`src/sfr_pkg.sv`:
```
`default_nettype none

package sfr_pkg;

    // Default bitmap size and fixed field widths
    localparam int WIDTH_DEF  = 64;
    localparam int HEIGHT_DEF = 32;

    localparam int REQ_W      = 3;
    localparam int POS_W      = 8;
    localparam int LEN_W      = 7;
    localparam int ROW_IDX_W  = 5;
    localparam int ROW_BITS_W = 64;

    // Signed working width for coordinates and span ends
    localparam int COORD_W    = 10;

    typedef logic signed [COORD_W-1:0] t_coord;

    typedef enum logic [REQ_W-1:0] {
        REQ_POINT   = 3'd0,
        REQ_RECT    = 3'd1,
        REQ_DIAMOND = 3'd2,
        REQ_CLEAR   = 3'd3,
        REQ_ROW     = 3'd4
    } t_req;

endpackage

`default_nettype wire

```
`src/sfr_if.sv`:
```
`default_nettype none

interface sfr_req_if;
    logic                               valid;
    logic                               ready;
    logic        [sfr_pkg::REQ_W-1:0]     req_type;
    logic signed [sfr_pkg::POS_W-1:0]     x_pos;
    logic signed [sfr_pkg::POS_W-1:0]     y_pos;
    logic        [sfr_pkg::LEN_W-1:0]     rect_width;
    logic        [sfr_pkg::LEN_W-1:0]     rect_height;
    logic        [sfr_pkg::LEN_W-1:0]     radius_len;
    logic        [sfr_pkg::ROW_IDX_W-1:0] row_index;

    modport source (
        output valid, req_type, x_pos, y_pos, rect_width, rect_height, radius_len,
               row_index,
        input  ready
    );

    modport sink (
        input  valid, req_type, x_pos, y_pos, rect_width, rect_height, radius_len,
               row_index,
        output ready
    );
endinterface

interface sfr_row_if;
    logic                              valid;
    logic                              ready;
    logic [sfr_pkg::ROW_BITS_W-1:0]    row_bits;
    logic [sfr_pkg::ROW_IDX_W-1:0]     row_number;

    modport source (output valid, row_bits, row_number, input ready);
    modport sink   (input valid, row_bits, row_number, output ready);
endinterface

`default_nettype wire

```
`src/sfr_span_gen.sv`:
```
`default_nettype none

module sfr_span_gen #(
    parameter int WIDTH = sfr_pkg::WIDTH_DEF
) (
    input  wire sfr_pkg::t_coord  i_lo,
    input  wire sfr_pkg::t_coord  i_hi,
    output logic [WIDTH-1:0]      o_mask
);
    import sfr_pkg::*;

    localparam logic [WIDTH-1:0] L_ONES    = '1;
    localparam t_coord           L_COL_MAX = t_coord'(WIDTH - 1);

    logic [COORD_W-1:0] top_gap;

    // Ends arrive clipped to the row; an empty span gives no bits
    always_comb begin
        top_gap = COORD_W'(L_COL_MAX - i_hi);
        if (i_lo > i_hi) begin
            o_mask = '0;
        end else begin
            o_mask = (L_ONES << i_lo) & (L_ONES >> top_gap);
        end
    end

endmodule

`default_nettype wire

```
`src/shape_fill_rasterizer_top.sv`:
```
`default_nettype none

// Shape fill rasterizer: a WIDTH by HEIGHT one-bit bitmap driven by commands.
// Input channel i_req carries one command per beat: set a point, fill a
// rectangle, fill a diamond (|dx|+|dy| <= radius), clear the bitmap, or read
// one row. Off-bitmap pixels are clipped; unknown commands are dropped.
// Output channel o_row carries one beat per read row command: the row's bits
// (zero above WIDTH, all zero for a row at or past HEIGHT) and its index.
// A fill walks the rows it covers, one row per cycle through a shared span
// generator and a read-modify-write pipeline on the row memory. A command
// covering n bitmap rows holds i_req.ready low through S_SETUP, the n rows
// of S_RUN and S_DRAIN (only through S_SETUP when no row is hit); at most
// HEIGHT rows are walked. Clear and unknown commands leave i_req.ready high.
// A read row passes S_RD and then S_RD_OUT, which loads o_row.valid and
// frees the block for the next command. If the receiver stalls, the
// beat is held and further commands are still taken; a second read row waits
// for the output register to free up.
// Reset clears every pixel at once through per-row valid bits, so no clearing
// pass follows reset; the block is ready as soon as reset releases.
module shape_fill_rasterizer_top #(
    parameter int WIDTH  = sfr_pkg::WIDTH_DEF,
    parameter int HEIGHT = sfr_pkg::HEIGHT_DEF
) (
    input  wire logic  i_clk,
    input  wire logic  i_rst_n,
    sfr_req_if.sink    i_req,
    sfr_row_if.source  o_row
);
    import sfr_pkg::*;

    localparam int     L_ROW_W   = (HEIGHT > 1) ? $clog2(HEIGHT) : 1;
    localparam t_coord L_ROW_MAX = t_coord'(HEIGHT - 1);
    localparam t_coord L_COL_MAX = t_coord'(WIDTH - 1);
    localparam t_coord L_ONE     = t_coord'(1);
    localparam t_coord L_ZERO    = t_coord'(0);

    typedef enum logic [2:0] {
        S_IDLE,
        S_SETUP,
        S_RUN,
        S_DRAIN,
        S_RD,
        S_RD_OUT
    } t_state;

    t_state r_state;

    // Latched command
    t_req                   r_type;
    logic signed [POS_W-1:0] r_x;
    logic signed [POS_W-1:0] r_y;
    logic [LEN_W-1:0]       r_w;
    logic [LEN_W-1:0]       r_h;
    logic [LEN_W-1:0]       r_r;
    logic [ROW_IDX_W-1:0]   r_row_num;
    logic [L_ROW_W-1:0]     r_row_addr;
    logic                   r_row_ok;

    // Row walk
    logic [L_ROW_W-1:0]     r_j;
    logic [L_ROW_W-1:0]     r_end;

    // Stage A: clipped span ends; stage B: mask and read data
    logic                   r_a_vld;
    logic [L_ROW_W-1:0]     r_a_addr;
    t_coord                 r_a_lo;
    t_coord                 r_a_hi;
    logic                   r_b_vld;
    logic [L_ROW_W-1:0]     r_b_addr;
    logic [WIDTH-1:0]       r_b_mask;

    // Row memory and per-row valid bits
    logic [WIDTH-1:0]       r_mem [HEIGHT];
    logic [HEIGHT-1:0]      r_live;
    logic [WIDTH-1:0]       r_rd_data;
    logic                   r_rd_live;

    // Output register
    logic                   r_o_vld;
    logic [ROW_BITS_W-1:0]  r_o_bits;
    logic [ROW_IDX_W-1:0]   r_o_num;

    t_coord s_x, s_y, s_w, s_h, s_r, s_j;
    t_coord row_lo, row_hi, row_first, row_last;
    logic   setup_empty;
    t_coord dy, ady, half, span_lo, span_hi;
    t_coord n_a_lo, n_a_hi;
    logic [WIDTH-1:0]   n_b_mask;
    logic [WIDTH-1:0]   n_wr_data;
    logic               rd_en;
    logic [L_ROW_W-1:0] rd_addr;
    logic [7:0]         row_ext;
    logic               req_fire;
    logic               out_free;

    assign req_fire    = i_req.valid && i_req.ready;
    assign i_req.ready = (r_state == S_IDLE);
    assign out_free    = !r_o_vld || o_row.ready;
    assign row_ext     = {3'b000, i_req.row_index};

    assign o_row.valid      = r_o_vld;
    assign o_row.row_bits   = r_o_bits;
    assign o_row.row_number = r_o_num;

    // Extend latched fields to the working width
    always_comb begin
        s_x = {{(COORD_W-POS_W){r_x[POS_W-1]}}, r_x};
        s_y = {{(COORD_W-POS_W){r_y[POS_W-1]}}, r_y};
        s_w = {{(COORD_W-LEN_W){1'b0}}, r_w};
        s_h = {{(COORD_W-LEN_W){1'b0}}, r_h};
        s_r = {{(COORD_W-LEN_W){1'b0}}, r_r};
        s_j = {{(COORD_W-L_ROW_W){1'b0}}, r_j};
    end

    // Row range of the shape, clipped to the bitmap
    always_comb begin
        setup_empty = 1'b0;
        case (r_type)
            REQ_RECT: begin
                row_lo      = s_y;
                row_hi      = s_y + s_h - L_ONE;
                setup_empty = (r_w == '0) || (r_h == '0);
            end
            REQ_DIAMOND: begin
                row_lo = s_y - s_r;
                row_hi = s_y + s_r;
            end
            default: begin
                row_lo = s_y;
                row_hi = s_y;
            end
        endcase
        row_first = (row_lo < L_ZERO) ? L_ZERO : row_lo;
        row_last  = (row_hi > L_ROW_MAX) ? L_ROW_MAX : row_hi;
        if (row_first > row_last) begin
            setup_empty = 1'b1;
        end
    end

    // Span of the current row, clipped to the row
    always_comb begin
        dy   = s_j - s_y;
        ady  = (dy < L_ZERO) ? -dy : dy;
        half = s_r - ady;
        case (r_type)
            REQ_RECT: begin
                span_lo = s_x;
                span_hi = s_x + s_w - L_ONE;
            end
            REQ_DIAMOND: begin
                span_lo = s_x - half;
                span_hi = s_x + half;
            end
            default: begin
                span_lo = s_x;
                span_hi = s_x;
            end
        endcase
        n_a_lo = (span_lo < L_ZERO) ? L_ZERO : span_lo;
        n_a_hi = (span_hi > L_COL_MAX) ? L_COL_MAX : span_hi;
    end

    sfr_span_gen #(
        .WIDTH (WIDTH)
    ) u_span (
        .i_lo   (r_a_lo),
        .i_hi   (r_a_hi),
        .o_mask (n_b_mask)
    );

    // One read port shared by the fill pipeline and row readback
    assign rd_en     = r_a_vld || (r_state == S_RD);
    assign rd_addr   = (r_state == S_RD) ? r_row_addr : r_a_addr;
    assign n_wr_data = (r_rd_live ? r_rd_data : '0) | r_b_mask;

    always_ff @(posedge i_clk) begin
        if (rd_en) begin
            r_rd_data <= r_mem[rd_addr];
        end
        if (r_b_vld) begin
            r_mem[r_b_addr] <= n_wr_data;
        end
    end

    always_ff @(posedge i_clk) begin
        if (!i_rst_n) begin
            r_state <= S_IDLE;
            r_a_vld <= 1'b0;
            r_b_vld <= 1'b0;
            r_o_vld <= 1'b0;
            r_live  <= '0;
        end else begin
            if (rd_en) begin
                r_rd_live <= r_live[rd_addr];
            end

            // Stage B: build the mask alongside the row read
            r_b_vld <= r_a_vld;
            if (r_a_vld) begin
                r_b_addr <= r_a_addr;
                r_b_mask <= n_b_mask;
            end
            if (r_b_vld) begin
                r_live[r_b_addr] <= 1'b1;
            end

            // Load a new beat when the register frees up, else drop the taken one
            if ((r_state == S_RD_OUT) && out_free) begin
                r_o_vld <= 1'b1;
            end else if (o_row.ready) begin
                r_o_vld <= 1'b0;
            end

            r_a_vld <= (r_state == S_RUN);

            case (r_state)
                S_IDLE: begin
                    if (req_fire) begin
                        r_type     <= t_req'(i_req.req_type);
                        r_x        <= i_req.x_pos;
                        r_y        <= i_req.y_pos;
                        r_w        <= i_req.rect_width;
                        r_h        <= i_req.rect_height;
                        r_r        <= i_req.radius_len;
                        r_row_num  <= i_req.row_index;
                        r_row_addr <= row_ext[L_ROW_W-1:0];
                        r_row_ok   <= (int'(i_req.row_index) < HEIGHT);
                        case (t_req'(i_req.req_type))
                            REQ_POINT, REQ_RECT, REQ_DIAMOND: r_state <= S_SETUP;
                            REQ_CLEAR:                        r_live  <= '0;
                            REQ_ROW:                          r_state <= S_RD;
                            default:                          r_state <= S_IDLE;
                        endcase
                    end
                end
                S_SETUP: begin
                    r_j   <= row_first[L_ROW_W-1:0];
                    r_end <= row_last[L_ROW_W-1:0];
                    r_state <= setup_empty ? S_IDLE : S_RUN;
                end
                S_RUN: begin
                    r_a_addr <= r_j;
                    r_a_lo   <= n_a_lo;
                    r_a_hi   <= n_a_hi;
                    if (r_j == r_end) begin
                        r_state <= S_DRAIN;
                    end else begin
                        r_j <= r_j + L_ROW_W'(1);
                    end
                end
                S_DRAIN: begin
                    // Hold until the last row has been written back
                    if (!r_a_vld && !r_b_vld) begin
                        r_state <= S_IDLE;
                    end
                end
                S_RD: begin
                    r_state <= S_RD_OUT;
                end
                S_RD_OUT: begin
                    if (out_free) begin
                        r_o_num  <= r_row_num;
                        r_o_bits <= (r_row_ok && r_rd_live) ? ROW_BITS_W'(r_rd_data) : '0;
                        r_state  <= S_IDLE;
                    end
                end
                default: begin
                    r_state <= S_IDLE;
                end
            endcase
        end
    end

`ifndef ASSERT_OFF
    a_ready_pipe_empty: assert property (
        @(posedge i_clk) disable iff (!i_rst_n)
        i_req.ready |-> (!r_a_vld && !r_b_vld)
    ) else $error("command taken while a row write is in flight");

    a_write_in_range: assert property (
        @(posedge i_clk) disable iff (!i_rst_n)
        r_b_vld |-> (int'(r_b_addr) < HEIGHT)
    ) else $error("row write beyond the bitmap");

    a_far_row_zero: assert property (
        @(posedge i_clk) disable iff (!i_rst_n)
        (o_row.valid && (int'(o_row.row_number) >= HEIGHT)) |-> (o_row.row_bits == '0)
    ) else $error("row past the bitmap returned set pixels");

    a_out_from_read: assert property (
        @(posedge i_clk) disable iff (!i_rst_n)
        $rose(o_row.valid) |-> ($past(r_state) == S_RD_OUT)
    ) else $error("row beat raised outside readback");
`endif

endmodule

`default_nettype wire
```
`src/flat_wrapper.sv`:
```
// flat-port wrapper written by rule: the top's interface ports become plain ports
module shape_fill_rasterizer_top_flat import sfr_pkg::*;
#(
    parameter int WIDTH  = sfr_pkg::WIDTH_DEF,
    parameter int HEIGHT = sfr_pkg::HEIGHT_DEF
)
  (i_clk, i_rst_n, i_req_valid, i_req_req_type, i_req_x_pos, i_req_y_pos, i_req_rect_width, i_req_rect_height, i_req_radius_len, i_req_row_index, i_req_ready, o_row_valid, o_row_row_bits, o_row_row_number, o_row_ready);
  sfr_req_if i_req_i ();
  sfr_row_if o_row_i ();
  input  wire logic i_clk;
  input  wire logic i_rst_n;
  input wire logic [$bits(i_req_i.valid)-1:0] i_req_valid;
  input wire logic [$bits(i_req_i.req_type)-1:0] i_req_req_type;
  input wire logic [$bits(i_req_i.x_pos)-1:0] i_req_x_pos;
  input wire logic [$bits(i_req_i.y_pos)-1:0] i_req_y_pos;
  input wire logic [$bits(i_req_i.rect_width)-1:0] i_req_rect_width;
  input wire logic [$bits(i_req_i.rect_height)-1:0] i_req_rect_height;
  input wire logic [$bits(i_req_i.radius_len)-1:0] i_req_radius_len;
  input wire logic [$bits(i_req_i.row_index)-1:0] i_req_row_index;
  output wire logic [$bits(i_req_i.ready)-1:0] i_req_ready;
  output wire logic [$bits(o_row_i.valid)-1:0] o_row_valid;
  output wire logic [$bits(o_row_i.row_bits)-1:0] o_row_row_bits;
  output wire logic [$bits(o_row_i.row_number)-1:0] o_row_row_number;
  input wire logic [$bits(o_row_i.ready)-1:0] o_row_ready;
  assign i_req_i.valid = i_req_valid;
  assign i_req_i.req_type = i_req_req_type;
  assign i_req_i.x_pos = i_req_x_pos;
  assign i_req_i.y_pos = i_req_y_pos;
  assign i_req_i.rect_width = i_req_rect_width;
  assign i_req_i.rect_height = i_req_rect_height;
  assign i_req_i.radius_len = i_req_radius_len;
  assign i_req_i.row_index = i_req_row_index;
  assign i_req_ready = i_req_i.ready;
  assign o_row_valid = o_row_i.valid;
  assign o_row_row_bits = o_row_i.row_bits;
  assign o_row_row_number = o_row_i.row_number;
  assign o_row_i.ready = o_row_ready;
  shape_fill_rasterizer_top #(.WIDTH(WIDTH), .HEIGHT(HEIGHT)) u_core (.i_clk(i_clk), .i_rst_n(i_rst_n), .i_req(i_req_i), .o_row(o_row_i));
endmodule
```
`config.mk`:
```
export PLATFORM = sky130hd
export DESIGN_NAME = shape_fill_rasterizer_top_flat
export DESIGN_NICKNAME = d
export VERILOG_FILES = /design/src/sfr_pkg.sv /design/src/sfr_if.sv /design/src/sfr_span_gen.sv /design/src/shape_fill_rasterizer_top.sv /design/src/flat_wrapper.sv
export SDC_FILE = /design/constraint.sdc
export NUM_CORES = 2
export LEC_CHECK = 0
export ABC_CLOCK_PERIOD_IN_PS = 5600
export BUFFER_PORTS_ARGS = -buffer_cell sky130_fd_sc_hd__buf_2
export CAP_MARGIN = 30
export CORE_MARGIN = 3
export CORE_UTILIZATION = 45
export DETAILED_ROUTE_END_ITERATION = 8
export PLACE_DENSITY = 0.64
export REMOVE_ABC_BUFFERS = 1
export SYNTH_ARGS = -nofsm -noshare
export SYNTH_HDL_FRONTEND = slang
export SYNTH_SLANG_ARGS = --single-unit
```
`constraint.sdc`:
```
create_clock -name i_clk -period 5.6 [get_ports i_clk]
set_clock_uncertainty 0.05 [all_clocks]
set_input_delay 0.56 -clock i_clk [delete_from_list [all_inputs] [get_ports i_clk]]
set_output_delay 0.56 -clock i_clk [all_outputs]
set_load 0.01 [all_outputs]
```
======== Word-level counts from Yosys, hierarchy flattened ========
Memory sizes are Yosys's and may differ from the RTL's. A register that Yosys moved wholly into a read port is not among the register bits.
Cells that the tools add are included.
word-level totals
  register bits after elaboration ......... 257
  RAM bits ................................ 2048
  input port bits ......................... 49
  memories kept ........................... 1
operators by class
  add/subtract/negate cells ............... 13
  order comparisons ....................... 10
  eq/ne operators ......................... 18
  shifts and indexed selects .............. 2
  multiplexer cells ....................... 32
  bitwise operators ....................... 3
  reductions and logical operators ........ 25
memories
  name          words  bits a word  rd ports  clocked after Yosys merged registers in  wr ports  line                             source
  u_core.r_mem  32     64           1         1                                        1         shape_fill_rasterizer_top.sv:73  logic [WIDTH-1:0] r_mem [HEIGHT];
operator list
  kind                                                            number
  2-to-1 mux 32 bit                                               4
  AND 64 bit                                                      1
  2-to-1 mux 64 bit                                               1
  bitwise OR 64 bit                                               1
  left shift 64 x 10 -> 64 bit, first input constant              1
  >> shifter 64 x 10 -> 64 bit, first input constant              1
  2-to-1 mux 10 bit                                               5
  one-hot mux 10 bit (2 select lines)                             2
  bitwise OR 32 bit                                               1
  less-than comparator 10 x 1 -> 1 bit, second input constant     3
  adder 8 x 8 -> 9 bit                                            3
  greater-than comparator 10 bit                                  2
  subtractor 10 x 2 -> 10 bit, second input constant              2
  subtractor 8 x 10 -> 10 bit                                     2
  one-hot mux 3 bit (6 select lines)                              1
  == test 3 x 2 -> 1 bit, second input constant                   5
  zero test 7 bit                                                 2
  less-than comparator 5 x 6 -> 1 bit, second input constant      2
  2-to-1 mux 3 bit                                                4
  adder 8 x 10 -> 10 bit                                          1
  greater-than comparator 10 x 6 -> 1 bit, second input constant  1
  greater-than comparator 10 x 7 -> 1 bit, second input constant  1
  2-to-1 mux 5 bit                                                2
  negation 10 bit                                                 1
  25 further kinds                                                54

======== Longest topological paths before layout ========
  depth in word-level cells ............... 9
  depth in mapped cells ................... 28
  mapped depth without buffers ............ 27

======== Modules after synthesis ========
Synthesis repeated with hierarchy kept, for this count alone.
second synthesis, totals
  cells, all modules ...................... 5211
  area, all modules ....................... 95273.9 µm²
by module, submodules not included
  module                     times used  cells an instance  area each (µm²)  seq. area each (µm²)
  shape_fill_rasterizer_top  1           4900               93485.9          70757.9
  sfr_span_gen               1           311                1788.0           0.0

======== Worst setup path before layout ========
Ideal clock, no wire load.
  kind .................................... register -> register
  start ................................... register u_core.r_j[0]
  end ..................................... register u_core.r_a_hi[8] (data pin)
  arrival time ............................ 5.029 ns
  required time ........................... 5.289 ns
  slack ................................... 0.260 ns
  stages on the path, launching flop included .. 27
  buffers on the path ..................... 1
  period minus slack after synthesis ...... 5.340 ns
  cells stage by stage .................... edfxtp_1 -> inv_1 -> ha_1 -> inv_1 -> fa_1 -> a211o_1 -> a31oi_1 -> nor3_1 -> nor3_1 -> xor2_1 -> ha_1 -> nor2b_1 -> o21ai_0 -> nand2b_1 -> a21o_1 -> a21o_1 -> and2_1 -> o21ai_0 -> ha_1 -> a21o_1 -> a41oi_1 -> nor4_1 -> a21oi_1 -> o211ai_1 -> a211o_1 -> clkbuf_1 -> a2bb2oi_1
between the ends
  cells in the longest elaborated chain, start to end .. 7
  elaborated cells on any way between the ends .. 8
RTL lines
  item                                                                     line                              source
  start: declaration                                                       shape_fill_rasterizer_top.sv:60   logic [L_ROW_W-1:0] r_j;
  start signal: assignment                                                 shape_fill_rasterizer_top.sv:237  r_j <= row_first[L_ROW_W-1:0];
  start signal: assignment                                                 shape_fill_rasterizer_top.sv:248  r_j <= r_j + L_ROW_W'(1);
  subtractor 6 x 8 -> 9 bit (*)                                            shape_fill_rasterizer_top.sv:142  dy = s_j - s_y;
  negation 10 bit or less-than comparator 10 x 1 -> 1 bit (tied branches)  shape_fill_rasterizer_top.sv:143  ady = (dy < L_ZERO) ? -dy : dy;
  2-to-1 mux 10 bit (*)                                                    shape_fill_rasterizer_top.sv:143
  subtractor 8 x 10 -> 10 bit (*)                                          shape_fill_rasterizer_top.sv:144  half = s_r - ady;
  adder 8 x 10 -> 10 bit (*)                                               shape_fill_rasterizer_top.sv:152  span_hi = s_x + half;
  one-hot mux 10 bit (2 select lines) (*)                                  shape_fill_rasterizer_top.sv:145  case (r_type)
  greater-than comparator 10 x 7 -> 1 bit                                  shape_fill_rasterizer_top.sv:160  n_a_hi = (span_hi > L_COL_MAX) ? L_COL_MAX : span_hi;
  end signal: assignment                                                   shape_fill_rasterizer_top.sv:244  r_a_hi <= n_a_hi;
  end: declaration                                                         shape_fill_rasterizer_top.sv:67   t_coord r_a_hi;
Mark *: on every way between the ends. The rest lies on a longest branch, timed or not.
A chain may end at the register's enable or synchronous reset.

======== Worst setup path after layout ========
Same ends and word-level chain as after synthesis.

==> impl_metrics.py <==
metrics = {
    "run_status": {
        "status": "complete, no violations",
    },
    "logic_synthesis": {
        "ys_types": 80,
        "synthFlopType": "edfxtp_1",
        "seq_area_frac_synth_pct": 74.5,
        "synth-warning-count": 0,
        "ys_ff_latch": 2369,
        "avgSynthCellArea_um2": 18.2,
        "async_flop_share_pct": 0,
        "synth_edf_count": 2331,
        "netlist_instances": 5221,
        "synthesis.area_mm2": 0.0949,
    },
    "clock_tree": {
        "numCtsBuffers": 230,
        "path_clk_slew_ns": 0.06,
        "clkLatencyLatePin_ns": 0.86,
        "cts_tree": "done",
        "h-tree-depth": 4,
        "clock_path_buffers": 3,
        "root_buffer": "clkbuf_16",
        "clock-sinks": 2369,
    },
    "sta": {
        "drv_slew": 0,
        "min_period_ns": 5.49,
        "finalHoldViolCount": 0,
        "tightestPinTransition_ns": 1.10,
        "rsz0062_at_grt": "true",
        "layout_setup_ws_ns": 0.115,
        "maxSlewHeadroom_pct": 26.5,
        "period_share_pct": 98.0,
        "fmax_mhz": 182,
        "setup_violations": 0,
    },
    "critical_path": {
        "cp.arrival_ns": 6.04,
        "critical_path_class": "flip-flop to flip-flop",
        "critical_path_required_ns": 6.16,
        "worstSetupEndpointType": "flip-flop",
        "slowest_stage": "edfxtp_1",
        "critPathMaxStageDelay_ns": 0.38,
        "path_max_fanout": 5,
        "rrSetupSlack_ns": 0.11,
        "start_kind": "flip-flop",
    },
    "route": {
        "drtPass1Iterations": 6,
        "drtAntennaViolNets": 0,
        "drt_iter0_drc": 6556,
        "drcViolationCount": 0,
        "wirelength_um": 253000,
        "routedWlPerCell_um": 29.7,
        "vias": 51300,
        "avgViaCountPerCell": 6.02,
    },
    "place": {
        "dp_slack_ns": -0.153,
        "hpwl_um": 132000,
        "dpl_cell_area_mm2": 0.100,
        "routabilityCongestion": 0.884,
        "port_buffers": 119,
    },
    "global_route": {
        "grt_pass1_wl_um": 364000,
        "antenna_found_initial": 9,
        "grt_pass1_vias": 51200,
        "overflow": 0,
        "gr-usage-all-layers_pct": 23.2,
        "grt_start_max_net_pins": 131,
    },
    "finish": {
        "finalNetCount": 5660,
        "multi_input_area_mm2": 0.0233,
        "drive_gt1_share_pct": 22.6,
        "syn_to_final_growth_pct": 14.1,
        "ff_latch_area_mm2": 0.0708,
        "design_area_mm2": 0.108,
        "n_fill_cell": 16500,
    },
    "floorplanning": {
        "rows": 167,
        "initial_utilization_pct": 45.6,
        "io_pins": 120,
        "die_area_mm2": 0.216,
        "coreArea_mm2": 0.208,
        "die_y_um": 465,
        "fp.dieW_um": 465,
    },
    "run": {
        "maxCapViolations": 0,
    },
    "power_and_ir_drop": {
        "peakVddDrop_v": 0.000302,
        "powerDensity_mw_per_mm2": 349,
        "cellLeakagePower_nw": 35.6,
    },
    "hold_path": {
        "min_path_type": "input port to flip-flop",
    },
}
-- cells in the final DEF (no fill, tap or decap), types with 35 or more instances in the layout --
cell,netlist,final
edfxtp_1,2331,2331
nand3_1,347,347
ha_1,82,79
a21oi_1,58,56
nor2_4,0,35
mux4_2,520,520
nand2_1,653,653
clkbuf_16,0,233
buf_4,0,122
inv_1,68,68
dfxtp_1,38,38
and2_1,70,68
buf_12,0,51
o21a_1,42,42
nor2_1,139,102
clkbuf_1,146,43
dlygate4sd3_1,0,47
nor3_1,50,48
buf_2,113,119
o21ai_0,135,130
clkinv_1,0,74
or2_2,72,71
-- stage by stage --
stage / util (%) / std cells / total power [mW] / hold WS [ns] / TNS [ns]
6_report: 52.0 / 8513 / 37.8 / 0.289 / 0
5_1_grt: 52.0 / 8510 / 39.0 / 0.279 / -1.16
4_1_cts: 51.8 / 8493 / 37.9 / 0.218 / 0
3_5_place_dp: 48.0 / 8014 / 22.7 / 0.399 / -1.09
3_3_place_gp: 47.9 / 8003 / 22.7 / 0.391 / -0.456
2_1_floorplan: - / 4946 / 23.3 / 0.376 / -3018.23
-- what timing repair did --
action | CTS | global route
hold endpoints to repair | 50 | 0
setup buffers | 0 | 13
pin swaps | 0 | 22
endpoints found under the setup margin | 17 | 19
cloned | 0 | 1
gates resized for setup | 3 | 39
hold buffers | 47 | 0
-- flip-flops by register name, indices dropped and copies added (netlist names), 7 cells and up --
name and flops:
u_core.r_y 8, u_core.r_a_hi 10, u_core.r_live 32, u_core.r_a_lo 10, u_core.r_w 7, u_core.r_b_mask 64, u_core.r_h 7, u_core.r_rd_data 64
u_core.o_row.row_bits 64, u_core.r_x 8, u_core.r_r 7, u_core.r_mem 2048
-- power breakdown --
part / leakage (nW) / switching, mW / internal [mW]
combinational: 10.3 / 1.73 / 1.23
clock: 3.61 / 6.67 / 8.62
sequential: 21.6 / 0.0677 / 19.5
total: 35.6 / 8.47 / 29.4
-- cell usage after synthesis (17+ instances only) --
library cell  instances  area [µm²]
edfxtp_1           2331       70000
nand2_1             653        2450
mux4_2              520       11700
nand3_1             347        1740
clkbuf_1            146         548
nor2_1              139         522
o21ai_0             135         676
buf_2               113         566
ha_1                 82        1030
or2_2                72         450
and2_1               70         438
inv_1                68         255
a21oi_1              58         290
nor3_1               50         250
o21a_1               42         315
dfxtp_1              38         761
xnor2_1              36         315
xor2_1               22         193
a21o_1               18         135
nor2b_1              18         113
a211oi_1             17         128
-- kinds of logic (layout without fill, tap and decap cells) --
kind of cell / after synthesis / count (layout) / share of synthesized area (%)
flip-flops: 2369 / 2369 / 74.5
buffers and inverters: 343 / 842 / 1.51
AO/OA/AOI/OAI: 395 / 396 / 2.78
other: 1 / 5 / 0.00395
multiplexers: 534 / 534 / 12.5
XOR/XNOR: 58 / 58 / 0.535
adder cells (fa/ha/maj): 90 / 90 / 1.25
AND/OR/NAND/NOR: 1431 / 1431 / 6.88
-- layout make-up --
type / instances / share of cell area, %
flip-flops and latches: 2369 / 65.3
multi-input cells: 2510 / 21.5
well taps: 2788 / 3.22
diodes: 4 / 0.00924
clock buffers: 279 / 5.57
clock inverters: 153 / 1.28
repair buffers: 342 / 2.85
inverters: 68 / 0.236
-- worst paths after layout --
check                   start                 to  cells past startpoint
min reg2reg  u_core.r_live[7]   u_core.r_live[7]                      1
min               i_req_valid  u_core.r_live[25]                      4
max reg2reg     u_core.r_j[0]   u_core.r_a_hi[8]                     27
max             u_core.r_j[0]   u_core.r_a_hi[8]                     27
-- per-layer routing --
layer  part of all wire [%]  vias to the layer above  track usage (%)
met2                     48                     2511             36.8
met1                     41                    27000             33.7
met4                    2.8                        0             6.70
li1                       -                    21400                -
met5                      0                        -                0
met3                    8.4                      409             3.63
-- critical path: cells and delay by family (launching register included) --
family                     cells  cell delay (ns)
adders and majority gates      4             1.07
xor gates and xnor gates       1             0.18
buffers and inverters          4             0.50
DFF                            1             0.38
and+or+nand+nor                6             0.72
AOI/OAI and AO/OA             12             2.34
(Power assumes the default switching activity.)
